[src/rtl/ffwh_pkg.sv]
// Shared types and constants for the first-fit word heap.
// No dependencies; imported by every module of the block.
`timescale 1ns / 1ps
`default_nettype none

package ffwh_pkg;

  // Heap geometry
  localparam int HEAP_WORDS = 64;
  localparam int AW         = $clog2(HEAP_WORDS);      // word index width
  localparam int LW         = $clog2(HEAP_WORDS + 1);  // run / length counter width
  localparam logic [AW-1:0] LAST_WORD  = AW'(HEAP_WORDS - 1);
  localparam logic [6:0]    HEAP_SIZE7 = 7'(HEAP_WORDS);
  localparam logic [7:0]    RESET_BYTE = 8'd63;

  typedef enum logic [1:0] {
    FUNC_ALLOC  = 2'd0,
    FUNC_WRITE  = 2'd1,
    FUNC_READ   = 2'd2,
    FUNC_ADJUST = 2'd3
  } func_e;

  typedef enum logic [1:0] {
    ST_OK       = 2'd0,
    ST_NO_SPACE = 2'd1,
    ST_NOT_FOUND = 2'd2,
    ST_RANGE    = 2'd3
  } status_e;

  typedef struct packed {
    logic [1:0]        func;
    logic [5:0]        block_sel;
    logic [6:0]        alloc_size;
    logic [7:0]        type_tag;
    logic [5:0]        offset;
    logic [6:0]        value_length;
    logic [7:0]        byte_in;
    logic signed [7:0] count_delta;
  } in_item_t;

  typedef struct packed {
    logic [5:0] address;
    logic [7:0] byte_out;
    logic [7:0] new_count;
    logic       last;
    logic [1:0] status;
  } out_item_t;

  // One heap word without its data byte
  typedef struct packed {
    logic [5:0] owner;
    logic [7:0] wtype;
    logic [7:0] count;
  } meta_t;

  // Controller to datapath
  typedef struct packed {
    logic load;
    logic scan;
    logic decide;
    logic stamp;
    logic rd_issue;
    logic emit_single;
    logic emit_byte;
  } ctrl_cmd_t;

  // Datapath to controller
  typedef struct packed {
    logic [1:0] func;
    logic       scan_stop;
    logic       alloc_ok;
    logic       hit;
    logic       stamp_last;
    logic       rd_last;
    logic       out_free;
  } dp_status_t;

endpackage

`default_nettype wire

[src/rtl/first_fit_word_heap.sv]
// Top level of the first-fit word heap: controller plus datapath.
// Depends on ffwh_pkg, ffwh_ctrl and ffwh_dp.
`timescale 1ns / 1ps
`default_nettype none

// Channel   Direction  Handshake                 Payload
// in        sink       in_valid_i / in_stall_o   in_data_i  (in_item_t)
// out       source     out_valid_o / out_stall_i out_data_o (out_item_t)
//
// Steps: a load, a scan over the heap words (one word a cycle), a decide;
//   then a read that finds its block does a memory read, then a transfer,
//   for each byte, and any other item stamps alloc_size words on a successful
//   allocate and then emits its result.
// Reset: asynchronous, active low; per-word valid bits clear at once so
//   every word reads as its reset value without a clearing pass.
// Stalls: results sit in an output register; the block keeps working on
//   the next item until it needs that register again.

module first_fit_word_heap import ffwh_pkg::*; (
  input  wire logic      clk_i,
  input  wire logic      rst_ni,
  input  wire logic      in_valid_i,
  output logic           in_stall_o,
  input  wire in_item_t  in_data_i,
  output logic           out_valid_o,
  input  wire logic      out_stall_i,
  output out_item_t      out_data_o
);

  ctrl_cmd_t  cmd;
  dp_status_t st;

  // Sequencer: owns the input handshake and the per-item step order
  ffwh_ctrl u_ctrl (
    .clk_i      (clk_i),
    .rst_ni     (rst_ni),
    .in_valid_i (in_valid_i),
    .in_stall_o (in_stall_o),
    .st_i       (st),
    .cmd_o      (cmd)
  );

  // Datapath: heap memories, scan state and the output register
  ffwh_dp u_dp (
    .clk_i       (clk_i),
    .rst_ni      (rst_ni),
    .cmd_i       (cmd),
    .st_o        (st),
    .in_data_i   (in_data_i),
    .out_valid_o (out_valid_o),
    .out_stall_i (out_stall_i),
    .out_data_o  (out_data_o)
  );

endmodule

`default_nettype wire

[src/rtl/ffwh_ctrl.sv]
// Sequencer for the first-fit word heap: scan, decide, stamp, read and emit.
// Depends on ffwh_pkg; drives the datapath through ctrl_cmd_t.
`timescale 1ns / 1ps
`default_nettype none

module ffwh_ctrl import ffwh_pkg::*; (
  input  wire logic       clk_i,
  input  wire logic       rst_ni,
  input  wire logic       in_valid_i,
  output logic            in_stall_o,
  input  wire dp_status_t st_i,
  output ctrl_cmd_t       cmd_o
);

  typedef enum logic [6:0] {
    S_IDLE    = 7'b0000001,
    S_SCAN    = 7'b0000010,
    S_DECIDE  = 7'b0000100,
    S_STAMP   = 7'b0001000,
    S_EMIT    = 7'b0010000,
    S_RD_ADDR = 7'b0100000,
    S_RD_EMIT = 7'b1000000
  } state_e;

  state_e state_q, state_d;

  assign in_stall_o = (state_q != S_IDLE);

  always_comb begin
    state_d = state_q;
    cmd_o   = '0;
    unique case (state_q)
      S_IDLE: begin
        if (in_valid_i) begin
          cmd_o.load = 1'b1;
          state_d    = S_SCAN;
        end
      end
      S_SCAN: begin
        cmd_o.scan = 1'b1;
        if (st_i.scan_stop) state_d = S_DECIDE;
      end
      S_DECIDE: begin
        cmd_o.decide = 1'b1;
        state_d      = S_EMIT;
        if (st_i.func == FUNC_ALLOC && st_i.alloc_ok) state_d = S_STAMP;
        if (st_i.func == FUNC_READ && st_i.hit)       state_d = S_RD_ADDR;
      end
      S_STAMP: begin
        cmd_o.stamp = 1'b1;
        if (st_i.stamp_last) state_d = S_EMIT;
      end
      S_EMIT: begin
        if (st_i.out_free) begin
          cmd_o.emit_single = 1'b1;
          state_d           = S_IDLE;
        end
      end
      S_RD_ADDR: begin
        cmd_o.rd_issue = 1'b1;
        state_d        = S_RD_EMIT;
      end
      S_RD_EMIT: begin
        if (st_i.out_free) begin
          cmd_o.emit_byte = 1'b1;
          state_d         = st_i.rd_last ? S_IDLE : S_RD_ADDR;
        end
      end
      default: state_d = S_IDLE;
    endcase
  end

  always_ff @(posedge clk_i or negedge rst_ni) begin
    if (!rst_ni) begin
      state_q <= S_IDLE;
    end else begin
      state_q <= state_d;
    end
  end

endmodule

`default_nettype wire

[src/rtl/ffwh_dp.sv]
// Datapath of the first-fit word heap: word memories, scan registers,
// adjust arithmetic and the result register. Depends on ffwh_pkg.
`timescale 1ns / 1ps
`default_nettype none

module ffwh_dp import ffwh_pkg::*; (
  input  wire logic      clk_i,
  input  wire logic      rst_ni,
  input  wire ctrl_cmd_t cmd_i,
  output dp_status_t     st_o,
  input  wire in_item_t  in_data_i,
  output logic           out_valid_o,
  input  wire logic      out_stall_i,
  output out_item_t      out_data_o
);

  // Word storage; an entry never written reads as its reset value
  meta_t      meta_mem [HEAP_WORDS];
  logic [7:0] byte_mem [HEAP_WORDS];
  logic [HEAP_WORDS-1:0] meta_vld_q;
  logic [HEAP_WORDS-1:0] byte_vld_q;

  in_item_t       item_q;
  logic [AW-1:0]  raddr_q;
  logic [AW-1:0]  eaddr_q;
  logic           eval_q;
  meta_t          meta_rd_q;
  logic           meta_rd_vld_q;
  logic [7:0]     byte_rd_q;
  logic           byte_rd_vld_q;

  logic [LW-1:0]  run_q;
  logic [AW-1:0]  run_start_q;
  logic           alloc_ok_q;
  logic           hit_q;
  logic [AW-1:0]  start_q;
  logic [LW-1:0]  len_q;
  logic [7:0]     count0_q;
  logic [7:0]     type0_q;
  logic [LW-1:0]  k_q;

  logic           out_vld_q;
  out_item_t      out_q;

  meta_t          meta_eff;
  logic [7:0]     byte_eff;
  logic [LW-1:0]  run_next;
  logic           run_hit;
  logic           id_hit;
  logic           size_bad;
  logic           is_alloc;
  logic           scan_end;
  logic           scan_stop;
  logic           wr_ok;
  logic signed [9:0] adj_sum;
  logic [7:0]     adj_count;
  logic           meta_we;
  logic [AW-1:0]  meta_waddr;
  meta_t          meta_wdata;
  logic           byte_we;
  logic [AW-1:0]  byte_waddr;
  logic [AW-1:0]  byte_raddr;
  logic           out_free;
  out_item_t      single_res;

  always_comb begin
    meta_eff = meta_rd_q;
    if (!meta_rd_vld_q) begin
      meta_eff.owner = 6'(eaddr_q);
      meta_eff.wtype = '0;
      meta_eff.count = '0;
    end
  end
  assign byte_eff = byte_rd_vld_q ? byte_rd_q : RESET_BYTE;

  assign is_alloc = (item_q.func == FUNC_ALLOC);
  assign size_bad = (item_q.alloc_size == 7'd0) || (item_q.alloc_size > HEAP_SIZE7);
  assign run_next = (meta_eff.count == 8'd0) ? run_q + LW'(1) : '0;
  assign run_hit  = (7'(run_next) == item_q.alloc_size);
  assign id_hit   = (meta_eff.owner == item_q.block_sel) && (meta_eff.count != 8'd0);
  assign scan_end = eval_q && (eaddr_q == LAST_WORD);

  always_comb begin
    if (is_alloc) begin
      scan_stop = size_bad || (eval_q && run_hit) || scan_end;
    end else begin
      scan_stop = (eval_q && hit_q && !id_hit) || scan_end;
    end
  end

  assign wr_ok = (7'(item_q.offset) < item_q.value_length) &&
                 (7'(item_q.offset) < 7'(len_q));

  // Saturating count adjust
  assign adj_sum = $signed({2'b00, count0_q}) + 10'(item_q.count_delta);
  always_comb begin
    if (adj_sum < 10'sd0)        adj_count = 8'd0;
    else if (adj_sum > 10'sd255) adj_count = 8'd255;
    else                         adj_count = adj_sum[7:0];
  end

  assign out_free = !out_vld_q || !out_stall_i;

  assign st_o.func       = item_q.func;
  assign st_o.scan_stop  = scan_stop;
  assign st_o.alloc_ok   = alloc_ok_q;
  assign st_o.hit        = hit_q;
  assign st_o.stamp_last = ((7'(k_q) + 7'd1) == item_q.alloc_size);
  assign st_o.rd_last    = ((k_q + LW'(1)) == len_q);
  assign st_o.out_free   = out_free;

  // Memory write selection
  always_comb begin
    meta_we    = 1'b0;
    meta_waddr = start_q;
    meta_wdata = '{owner: item_q.block_sel, wtype: type0_q, count: adj_count};
    if (cmd_i.stamp) begin
      meta_we    = 1'b1;
      meta_waddr = run_start_q + k_q[AW-1:0];
      meta_wdata = '{owner: 6'(run_start_q), wtype: item_q.type_tag, count: 8'd1};
    end else if (cmd_i.decide && item_q.func == FUNC_ADJUST && hit_q) begin
      meta_we = 1'b1;
    end
  end

  assign byte_we    = cmd_i.decide && item_q.func == FUNC_WRITE && hit_q && wr_ok;
  assign byte_waddr = start_q + item_q.offset[AW-1:0];
  assign byte_raddr = start_q + k_q[AW-1:0];

  always_ff @(posedge clk_i) begin
    if (meta_we) meta_mem[meta_waddr] <= meta_wdata;
    if (byte_we) byte_mem[byte_waddr] <= item_q.byte_in;
    if (cmd_i.scan) begin
      meta_rd_q     <= meta_mem[raddr_q];
      meta_rd_vld_q <= meta_vld_q[raddr_q];
      eaddr_q       <= raddr_q;
    end
    if (cmd_i.rd_issue) begin
      byte_rd_q     <= byte_mem[byte_raddr];
      byte_rd_vld_q <= byte_vld_q[byte_raddr];
    end
  end

  always_ff @(posedge clk_i or negedge rst_ni) begin
    if (!rst_ni) begin
      meta_vld_q <= '0;
      byte_vld_q <= '0;
    end else begin
      if (meta_we) meta_vld_q[meta_waddr] <= 1'b1;
      if (byte_we) byte_vld_q[byte_waddr] <= 1'b1;
    end
  end

  // Item and scan bookkeeping
  always_ff @(posedge clk_i) begin
    if (cmd_i.load) begin
      item_q <= in_data_i;
    end
  end

  always_ff @(posedge clk_i or negedge rst_ni) begin
    if (!rst_ni) begin
      raddr_q     <= '0;
      eval_q      <= 1'b0;
      run_q       <= '0;
      run_start_q <= '0;
      alloc_ok_q  <= 1'b0;
      hit_q       <= 1'b0;
      start_q     <= '0;
      len_q       <= '0;
      count0_q    <= '0;
      type0_q     <= '0;
      k_q         <= '0;
    end else begin
      eval_q <= cmd_i.scan;
      if (cmd_i.load) begin
        raddr_q    <= '0;
        run_q      <= '0;
        alloc_ok_q <= 1'b0;
        hit_q      <= 1'b0;
        len_q      <= '0;
      end
      if (cmd_i.scan && raddr_q != LAST_WORD) begin
        raddr_q <= raddr_q + AW'(1);
      end
      if (cmd_i.scan && eval_q) begin
        if (is_alloc) begin
          run_q <= run_next;
          if (meta_eff.count == 8'd0 && run_q == '0) run_start_q <= eaddr_q;
          if (run_hit) alloc_ok_q <= 1'b1;
        end else if (id_hit) begin
          if (!hit_q) begin
            hit_q    <= 1'b1;
            start_q  <= eaddr_q;
            len_q    <= LW'(1);
            count0_q <= meta_eff.count;
            type0_q  <= meta_eff.wtype;
          end else begin
            len_q <= len_q + LW'(1);
          end
        end
      end
      if (cmd_i.decide) begin
        k_q <= '0;
      end else if (cmd_i.stamp || cmd_i.emit_byte) begin
        k_q <= k_q + LW'(1);
      end
    end
  end

  // Single-result assembly
  always_comb begin
    single_res      = '0;
    single_res.last = 1'b1;
    if (is_alloc) begin
      if (alloc_ok_q) begin
        single_res.address = 6'(run_start_q);
        single_res.status  = ST_OK;
      end else begin
        single_res.status  = ST_NO_SPACE;
      end
    end else if (!hit_q) begin
      single_res.status = ST_NOT_FOUND;
    end else if (item_q.func == FUNC_WRITE) begin
      single_res.status = wr_ok ? ST_OK : ST_RANGE;
    end else begin
      single_res.new_count = adj_count;
      single_res.status    = ST_OK;
    end
  end

  // Result register
  always_ff @(posedge clk_i or negedge rst_ni) begin
    if (!rst_ni) begin
      out_vld_q <= 1'b0;
    end else begin
      if (cmd_i.emit_single || cmd_i.emit_byte) begin
        out_vld_q <= 1'b1;
      end else if (!out_stall_i) begin
        out_vld_q <= 1'b0;
      end
    end
  end

  always_ff @(posedge clk_i) begin
    if (cmd_i.emit_single) begin
      out_q <= single_res;
    end else if (cmd_i.emit_byte) begin
      out_q <= '{address: 6'd0, byte_out: byte_eff, new_count: 8'd0,
                 last: st_o.rd_last, status: ST_OK};
    end
  end

  assign out_valid_o = out_vld_q;
  assign out_data_o  = out_q;

endmodule

`default_nettype wire
[config.mk]
export PLATFORM = sky130hd
export DESIGN_NAME = first_fit_word_heap
export DESIGN_NICKNAME = d
export VERILOG_FILES = /design/src/rtl/ffwh_pkg.sv /design/src/rtl/first_fit_word_heap.sv /design/src/rtl/ffwh_ctrl.sv /design/src/rtl/ffwh_dp.sv
export SDC_FILE = /design/constraint.sdc
export NUM_CORES = 2
export LEC_CHECK = 0
export BUFFER_PORTS_ARGS = -buffer_cell sky130_fd_sc_hd__buf_2
export CAP_MARGIN = 30
export CORE_MARGIN = 8
export CORE_UTILIZATION = 45
export DETAILED_ROUTE_END_ITERATION = 7
export PLACE_DENSITY = 0.61
export SLEW_MARGIN = 10
export SYNTH_ARGS = -nofsm -noshare
export SYNTH_HDL_FRONTEND = slang
export SYNTH_SLANG_ARGS = --single-unit
export TNS_END_PERCENT = 1
[constraint.sdc]
create_clock -name clk_i -period 4.9 [get_ports clk_i]
set_input_delay 0.49 -clock clk_i [delete_from_list [all_inputs] [get_ports clk_i]]
set_output_delay 0.49 -clock clk_i [all_outputs]
set_load 0.02 [all_outputs]
* Yosys cells after proc, flatten, opt, wreduce, memory -nomap -nowiden *
Memory sizes are Yosys's and may differ from the RTL's. A register that Yosys moved wholly into a read port is not among the register bits.
Cells that the tools add are included.

word-level totals
  bits in registers = 279
  bits in writable memories = 1920
  output and inout bits = 27
  logic and storage cells = 193
  memories = 2

cells by class
  add/sub/neg operators = 8
  magnitude comparators = 11
  equal/unequal tests = 23
  muxes and demuxes = 75
  bitwise operators = 4
  reductions and logical operators = 39

memory list
  name           depth  width  rd ports  clocked after Yosys merged registers in  wr ports  line           text
  u_dp.meta_mem  64     22     1         1                                        1         ffwh_dp.sv:18  meta_t meta_mem [HEAP_WORDS];
  u_dp.byte_mem  64     8      1         1                                        1         ffwh_dp.sv:19  logic [7:0] byte_mem [HEAP_WORDS];

operators with widths
  kind                 number
  $or 64x64->64        2
  $mux 7               17
  $mux 25              2
  $pmux 7 s7           1
  $mux 8               6
  $mux 22              2
  $mux 6               6
  $mux 1               32
  $lt 6x7->1 const B   4
  $add 7x1->7 const B  3
  $eq 7x7->1           3
  $add 6x6->6          3
  $logic_and 1x1->1    18
  $logic_not 7->1      2
  $lt 6x7->1           2
  $bmux 1 s6           2
  $demux 1 s6          2
  $ge 6x1->1 const B   2
  $add 9x8->10         1
  $gt 10x9->1 const B  1
  $lt 10x1->1 const B  1
  $logic_not 8->1      1
  $mux 2               4
  $ne 2x1->1 const B   4
  other kinds (26)     39

* Logic depth before layout (Yosys ltp) *
  depth after elaboration = 10
  mapped depth = 11
  depth with buffers taken out = 10

* By module *
From an unflattened synthesis, not the netlist that was laid out.

second synthesis, totals
  cells, all modules = 3414
  area total of the unflattened synthesis = 67646.1 um2

modules (own cells, without submodules)
  module     instances  cells an instance  area an instance (um2)
  ffwh_dp    1          3347               67086.8
  ffwh_ctrl  1          67                 559.3

* Least setup slack after synthesis *
OpenSTA, ideal clock, no wires.

  path type = register to register
  start = register u_dp.count0_q[0]
  end = memory u_dp.meta_mem[0][4] (netlist name) (data pin)
  library setup time = 548 ps
  data arrival time = 3887 ps
  required time = 4352 ps
  slack = 465 ps
  cell stages (with the launch flop) = 12
  cell sequence = dfrtp_1 > ha_1 > inv_1 > fa_1 > nor2b_1 > o21ai_0 > a21boi_0 > o41ai_1 > and3_1 > o21bai_1 > clkbuf_1 > a21oi_1

RTL lines
  what                      line            text
  start: declaration        ffwh_dp.sv:38   logic [7:0] count0_q;
  start signal: assignment  ffwh_dp.sv:196  count0_q <= meta_eff.count;
  end: declaration          ffwh_dp.sv:18

* Final worst setup path *
  start = register u_ctrl.state_q[6]
  end = memory u_dp.meta_mem[9][19] (netlist name) (enable)

on the way
  cells in the longest elaborated chain, start to end = 8
  elaborated cells between the ends (all ways) = 11
  classes of those cells = eq/ne: 2; mux: 7; reduce/logical: 2

ends and longest elaborated chain
  what                             line             text
  start: declaration               ffwh_ctrl.sv:25  state_e state_q, state_d;
  start signal: assignment         ffwh_ctrl.sv:77  state_q <= state_d;
  $eq 7x3->1                       ffwh_ctrl.sv:32  unique case (state_q)
  $mux 1                           ffwh_ctrl.sv:32
  $logic_and 1x1->1 (2 in series)  ffwh_dp.sv:121   end else if (cmd_i.decide && item_q.func == FUNC_ADJUST && hit_q) begin
  $mux 1                           ffwh_dp.sv:121
  $mux 1                           ffwh_dp.sv:117   if (cmd_i.stamp) begin
  $mux 1                           ffwh_dp.sv:131   if (meta_we) meta_mem[meta_waddr] <= meta_wdata;
  $mux 1 (implied by the code)     ffwh_dp.sv:131

Parallel ways exist; a longest one is shown, timed or not.

==> results <==
- In the synthesized netlist, the number of instances is around 3.5k.
- The buffers inserted during post-CTS setup optimization is 0.
- The number of antenna diodes in the final layout is 0.
- The flip-flop and latch count after synthesis is 1693.
- The design draws between 30000 and 40000 uW.
- The Yosys step of the flow raised 0 warnings.
- In this run, synthesis inferred about 1.5k flip-flops with an integrated enable.
- The largest driver fanout on the critical path is 14.
- The depth of the worst hold-timing path is 3.
- The sequential element share of the synthesized area is between 70% and 80%.
- The leakage component of the power is 0.02569 uW.
- For this run, the detailed router's first-pass iteration total came to 6.
- The post-layout minimum cycle time is 3777 ps.
- Among all flip-flop cells after synthesis, the most frequent one is edfxtp_1.
- The via density per instance is between 5 and 6.
- Summed over its instances, the top area cell type makes up about two thirds of the synthesized netlist area.
- The critical path depth is 9.
- The average footprint of a synthesized cell is 19.16 um2.
- The worst supply voltage drop on vdd is 0.0003587 V.
- Clock latency on the worst-skew pair, taken at its later pin, is 800 ps.
- The floorplan step set the die width to 403.2 um.
- After clock tree synthesis, the clock-pin slew on the worst setup and hold paths is ~60 ps.
- The gate family responsible for the most delay along the worst path is simple AND/OR/NAND/NOR gates.
- The tree built by TritonCTS fans out to 1693 sinks.
- After floorplanning, the core was sized to cover 149400 um2.
- When the netlist entered floorplanning its net count stood at roughly 3.6k.
- Summed over all failing endpoints, the final setup total negative slack is 0 ps.
- The number of buffers inserted during clock tree synthesis is 168.
- The DRC violation total after the first TritonRoute iteration is 3111.
- Among all stages on the critical path, the largest delay is contributed by o32ai_1.
- The share of synthesized area spent on multiplexers is between 10% and 20%.
- The number of distinct library cell variants in the gate-level netlist after synthesis is 70.
- The area growth from synthesis to layout is 14.66%.
- The floorplan step defined a die boundary enclosing 162600 um2.
- The top cell types in the final layout, fill and taps aside, are 1498 x edfxtp_1, 444 x mux4_2, 271 x nand2_1.
- The power per standard cell area is ~470 nW/um2.
- The most common cell after layout, fill and taps aside is edfxtp_1.
- The startpoint identified for the worst register-to-register timing path is u_ctrl.state_q[6].
- STA classifies the critical path startpoint as a flip-flop.
- The clock passes through at most 3 buffers.
- Summing the areas of all xor and xnor instances in the mapped netlist gives less than 1% of the synthesized area.
- The switching component of the power is 9320 uW.
- Derived from the worst setup path, the maximum achievable clock frequency is 264.7 MHz.
- Combinational cells account for 18.3% of the total power.
- Of the total synthesized cell area, the portion taken by full adders, half adders and majority gates is less than 1%.
- Sorting the synthesized cells by area gives the leading types as edfxtp_1 67%, mux4_2 15%, dfrtp_1 6.9%.
- The starting density of the core is 45.15%.
- The total count of max-transition violations in the final report is 0.
- The number of failing hold endpoints at the final stage was 0.
- The clock root buffer is clkbuf_16.
- For the pin with the worst max-slew slack, the measured transition is 917.4 ps.
- The largest family of logic cells by synthesized area is multiplexers.
- The critical path contains buffers and inverters numbering 2 combined.
- The aggregate global routing overflow is 0.
- The post-route netlist has 26.89% of its cells at a drive strength greater than 1.
- Cell internal power was estimated by the tool at around 27000 uW.
- The worst setup path is captured at a flip-flop.
- The all-layer global routing usage is 19.27%.
- Row generation in the floorplan step produced approximately 140 rows.
- The signal on the critical path passes through nor4_1, and4bb_1, buf_4, and4_1, nor2_1, o32ai_1, nand2_1, nor2_1, buf_4.
- The setup clock skew after layout is 28.25 ps.
- The via total after detailed routing is 33.87k.
- For this run, asynchronously set or reset flops after synthesis account for 10.99%.
- The CTS tree is done.
- The simple logic cell fraction of the synthesized area is between 5 and 6%.
- The initial antenna violation count was 4.
- The count of nets left with antenna violations once routing finished came out at 0.
- The headroom to the max-slew limit is 38.62%.
- The via count of the first global-routing pass was 34.38k.
- Setup repair after global routing left no endpoint under its margin.
- The share of total power dissipated in the clock network is 35.0%.
- The H-tree level count is 4.
- Counting cells, the worst reg-to-reg path comes to 9.
- The number of nets in the layout is 3920.
- Per report_power, the sequential group accounts for 46.6% of the total.
- In the final routed layout, each cell accounts on average for around 26 um.
- The worst hold path startpoint is out_stall_i.
- The routed wire length is roughly 160000 um.
- The final weighted congestion of routability-driven global placement is 0.8563.
- For the worst setup path, the data required time is around 5400 ps.
- Buffers placed on the I/O ports in this run total 74.
- The pin count of the biggest net entering global routing is 99.
- For this run, design rule violations remaining after detail routing come to 0.
- Summing the areas of all compound-gate instances in the mapped netlist gives 2.452% of the synthesized area.
- The run finished with clean final reports.
- The first global-routing pass estimated around 230000 um of wire.
- In this run the worst hold path is classified as input port to flip-flop.
- The mapped netlist covers 67460 um2.
- At the worst endpoint, the arrival time is ~4300 ps.
- The final worst-path cycle share is 77.09%.
- The launching element of the worst setup path is u_ctrl.state_q[6].
- In this run the vertical extent of the chip is between 400 and 500 um.
- In this design, the stage delay of the slowest critical-path cell is 590 ps.
- The setup path with the least slack is of type flip-flop to flip-flop.
- The dominant cell type by area after synthesis is edfxtp_1.
- The wire-length estimate of the detail-placed layout is 99510 um.
- The switching power as a share of total power is between 20 and 30%.
- The max-capacitance violation count is 0.
- The number of setup violations in the final report is 0.
- 83 I/O pins were placed.
## worst register-to-register path, stage by stage (launching register included)
cell	delay, ps
dfrtp_1	460
nor4_1	450
and4bb_1	250
buf_4	190
and4_1	290
nor2_1	80
o32ai_1	590
nand2_1	480
nor2_1	400
buf_4	270
## area by class of cell
type | instances | area, um2
multi-input combinational | 1614 | 16950
inverter | 37 | 138.9
timing repair buffer | 307 | 2481
clock buffer | 232 | 4755
fill | 11814 | 72070
sequential | 1693 | 49830
tap | 2016 | 2522
clock inverter | 70 | 669.4
## Yosys cell counts, drive strengths merged, types with 12 or more instances
library cell  count
a21o             12
xor2             28
nor2            174
a21oi            52
o21bai           67
inv              37
or2              72
buf              53
nand4            49
nor3             31
xnor2            41
o21ai            48
and2             12
mux4            444
ha               39
clkbuf          124
nand2           278
edfxtp         1498
a22oi            31
nand3           103
dfrtp           185
mux2             12
## path summary, 6_finish.rpt
| check | endpoint | slack (ps) |
|---|---|---|
| max in group asynchronous | u_dp.byte_vld_q[58] | 3520 |
| setup reg to reg | u_dp.meta_mem[9][19] | 1120 |
| setup / recovery | u_dp.meta_mem[9][19] | 1120 |
| hold / removal | u_dp.out_valid_o | 190 |
| hold reg to reg | u_dp.byte_vld_q[42] | 460 |
| min in group asynchronous | u_dp.byte_vld_q[53] | 210 |
## flip-flops by register name, summed over array words and instances (netlist names), 7 cells and up
name	count
u_dp.len_q	7
u_dp.byte_mem	512
u_dp.byte_vld_q	64
u_dp.out_data_o	25
u_dp.byte_rd_q	8
u_dp.k_q	7
u_dp.item_q	42
u_dp.meta_vld_q	64
u_dp.meta_rd_q	14
u_dp.run_q	7
u_dp.meta_mem	896
u_ctrl.state_q	7
u_dp.count0_q	8
## through the flow
| step | instances | setup slack [ps] | cell area [um2] | utilization [%] | hold slack (ps) |
|---|---|---|---|---|---|
| final | 5969 | 1123 | 77350 | 51.77 | 191.5 |
| after global routing | 5969 | 921.0 | 77350 | 51.77 | 192.3 |
| after CTS | 5964 | 1127 | 77320 | 51.74 | 111.0 |
| after detailed placement | 5616 | 1152 | 71430 | 47.81 | 425.3 |
| after global placement | 5610 | 1230 | 71340 | 47.74 | 419.4 |
| after floorplan | 3521 | 465.3 | 67460 | - | 194.4 |
## per-layer routing
metal,vias up,GRT usage (%),routed length [um]
met2,1043,31.53,77760
met1,17828,26.69,66570
met3,249,2.804,8554
li1,14753,-,-
met5,-,0,0
met4,0,6.726,5189
## kinds of logic (layout without fill, tap and decap cells)
kind of cell	after synthesis	count (layout)
fa+ha+maj	43	43
xor+xnor	69	69
compound gates	251	251
simple gates	789	789
mux	462	462
buf+inv	214	646
flops	1693	1693
## power groups by stage
stage,Sequential [uW],Combinational (uW),Clock [uW]
floorplan,17100,4540,0
finish,16900,6640,12700
CTS,16900,6790,12900
global placement,17200,6660,0
detailed placement,17200,6760,0
global route,16900,7120,13500
## timing repair
action,in CTS,in global routing
hold buffers,46,0
endpoints found under the hold margin,84,0
gates resized for setup,0,0
Power figures use the tool's default switching activity.
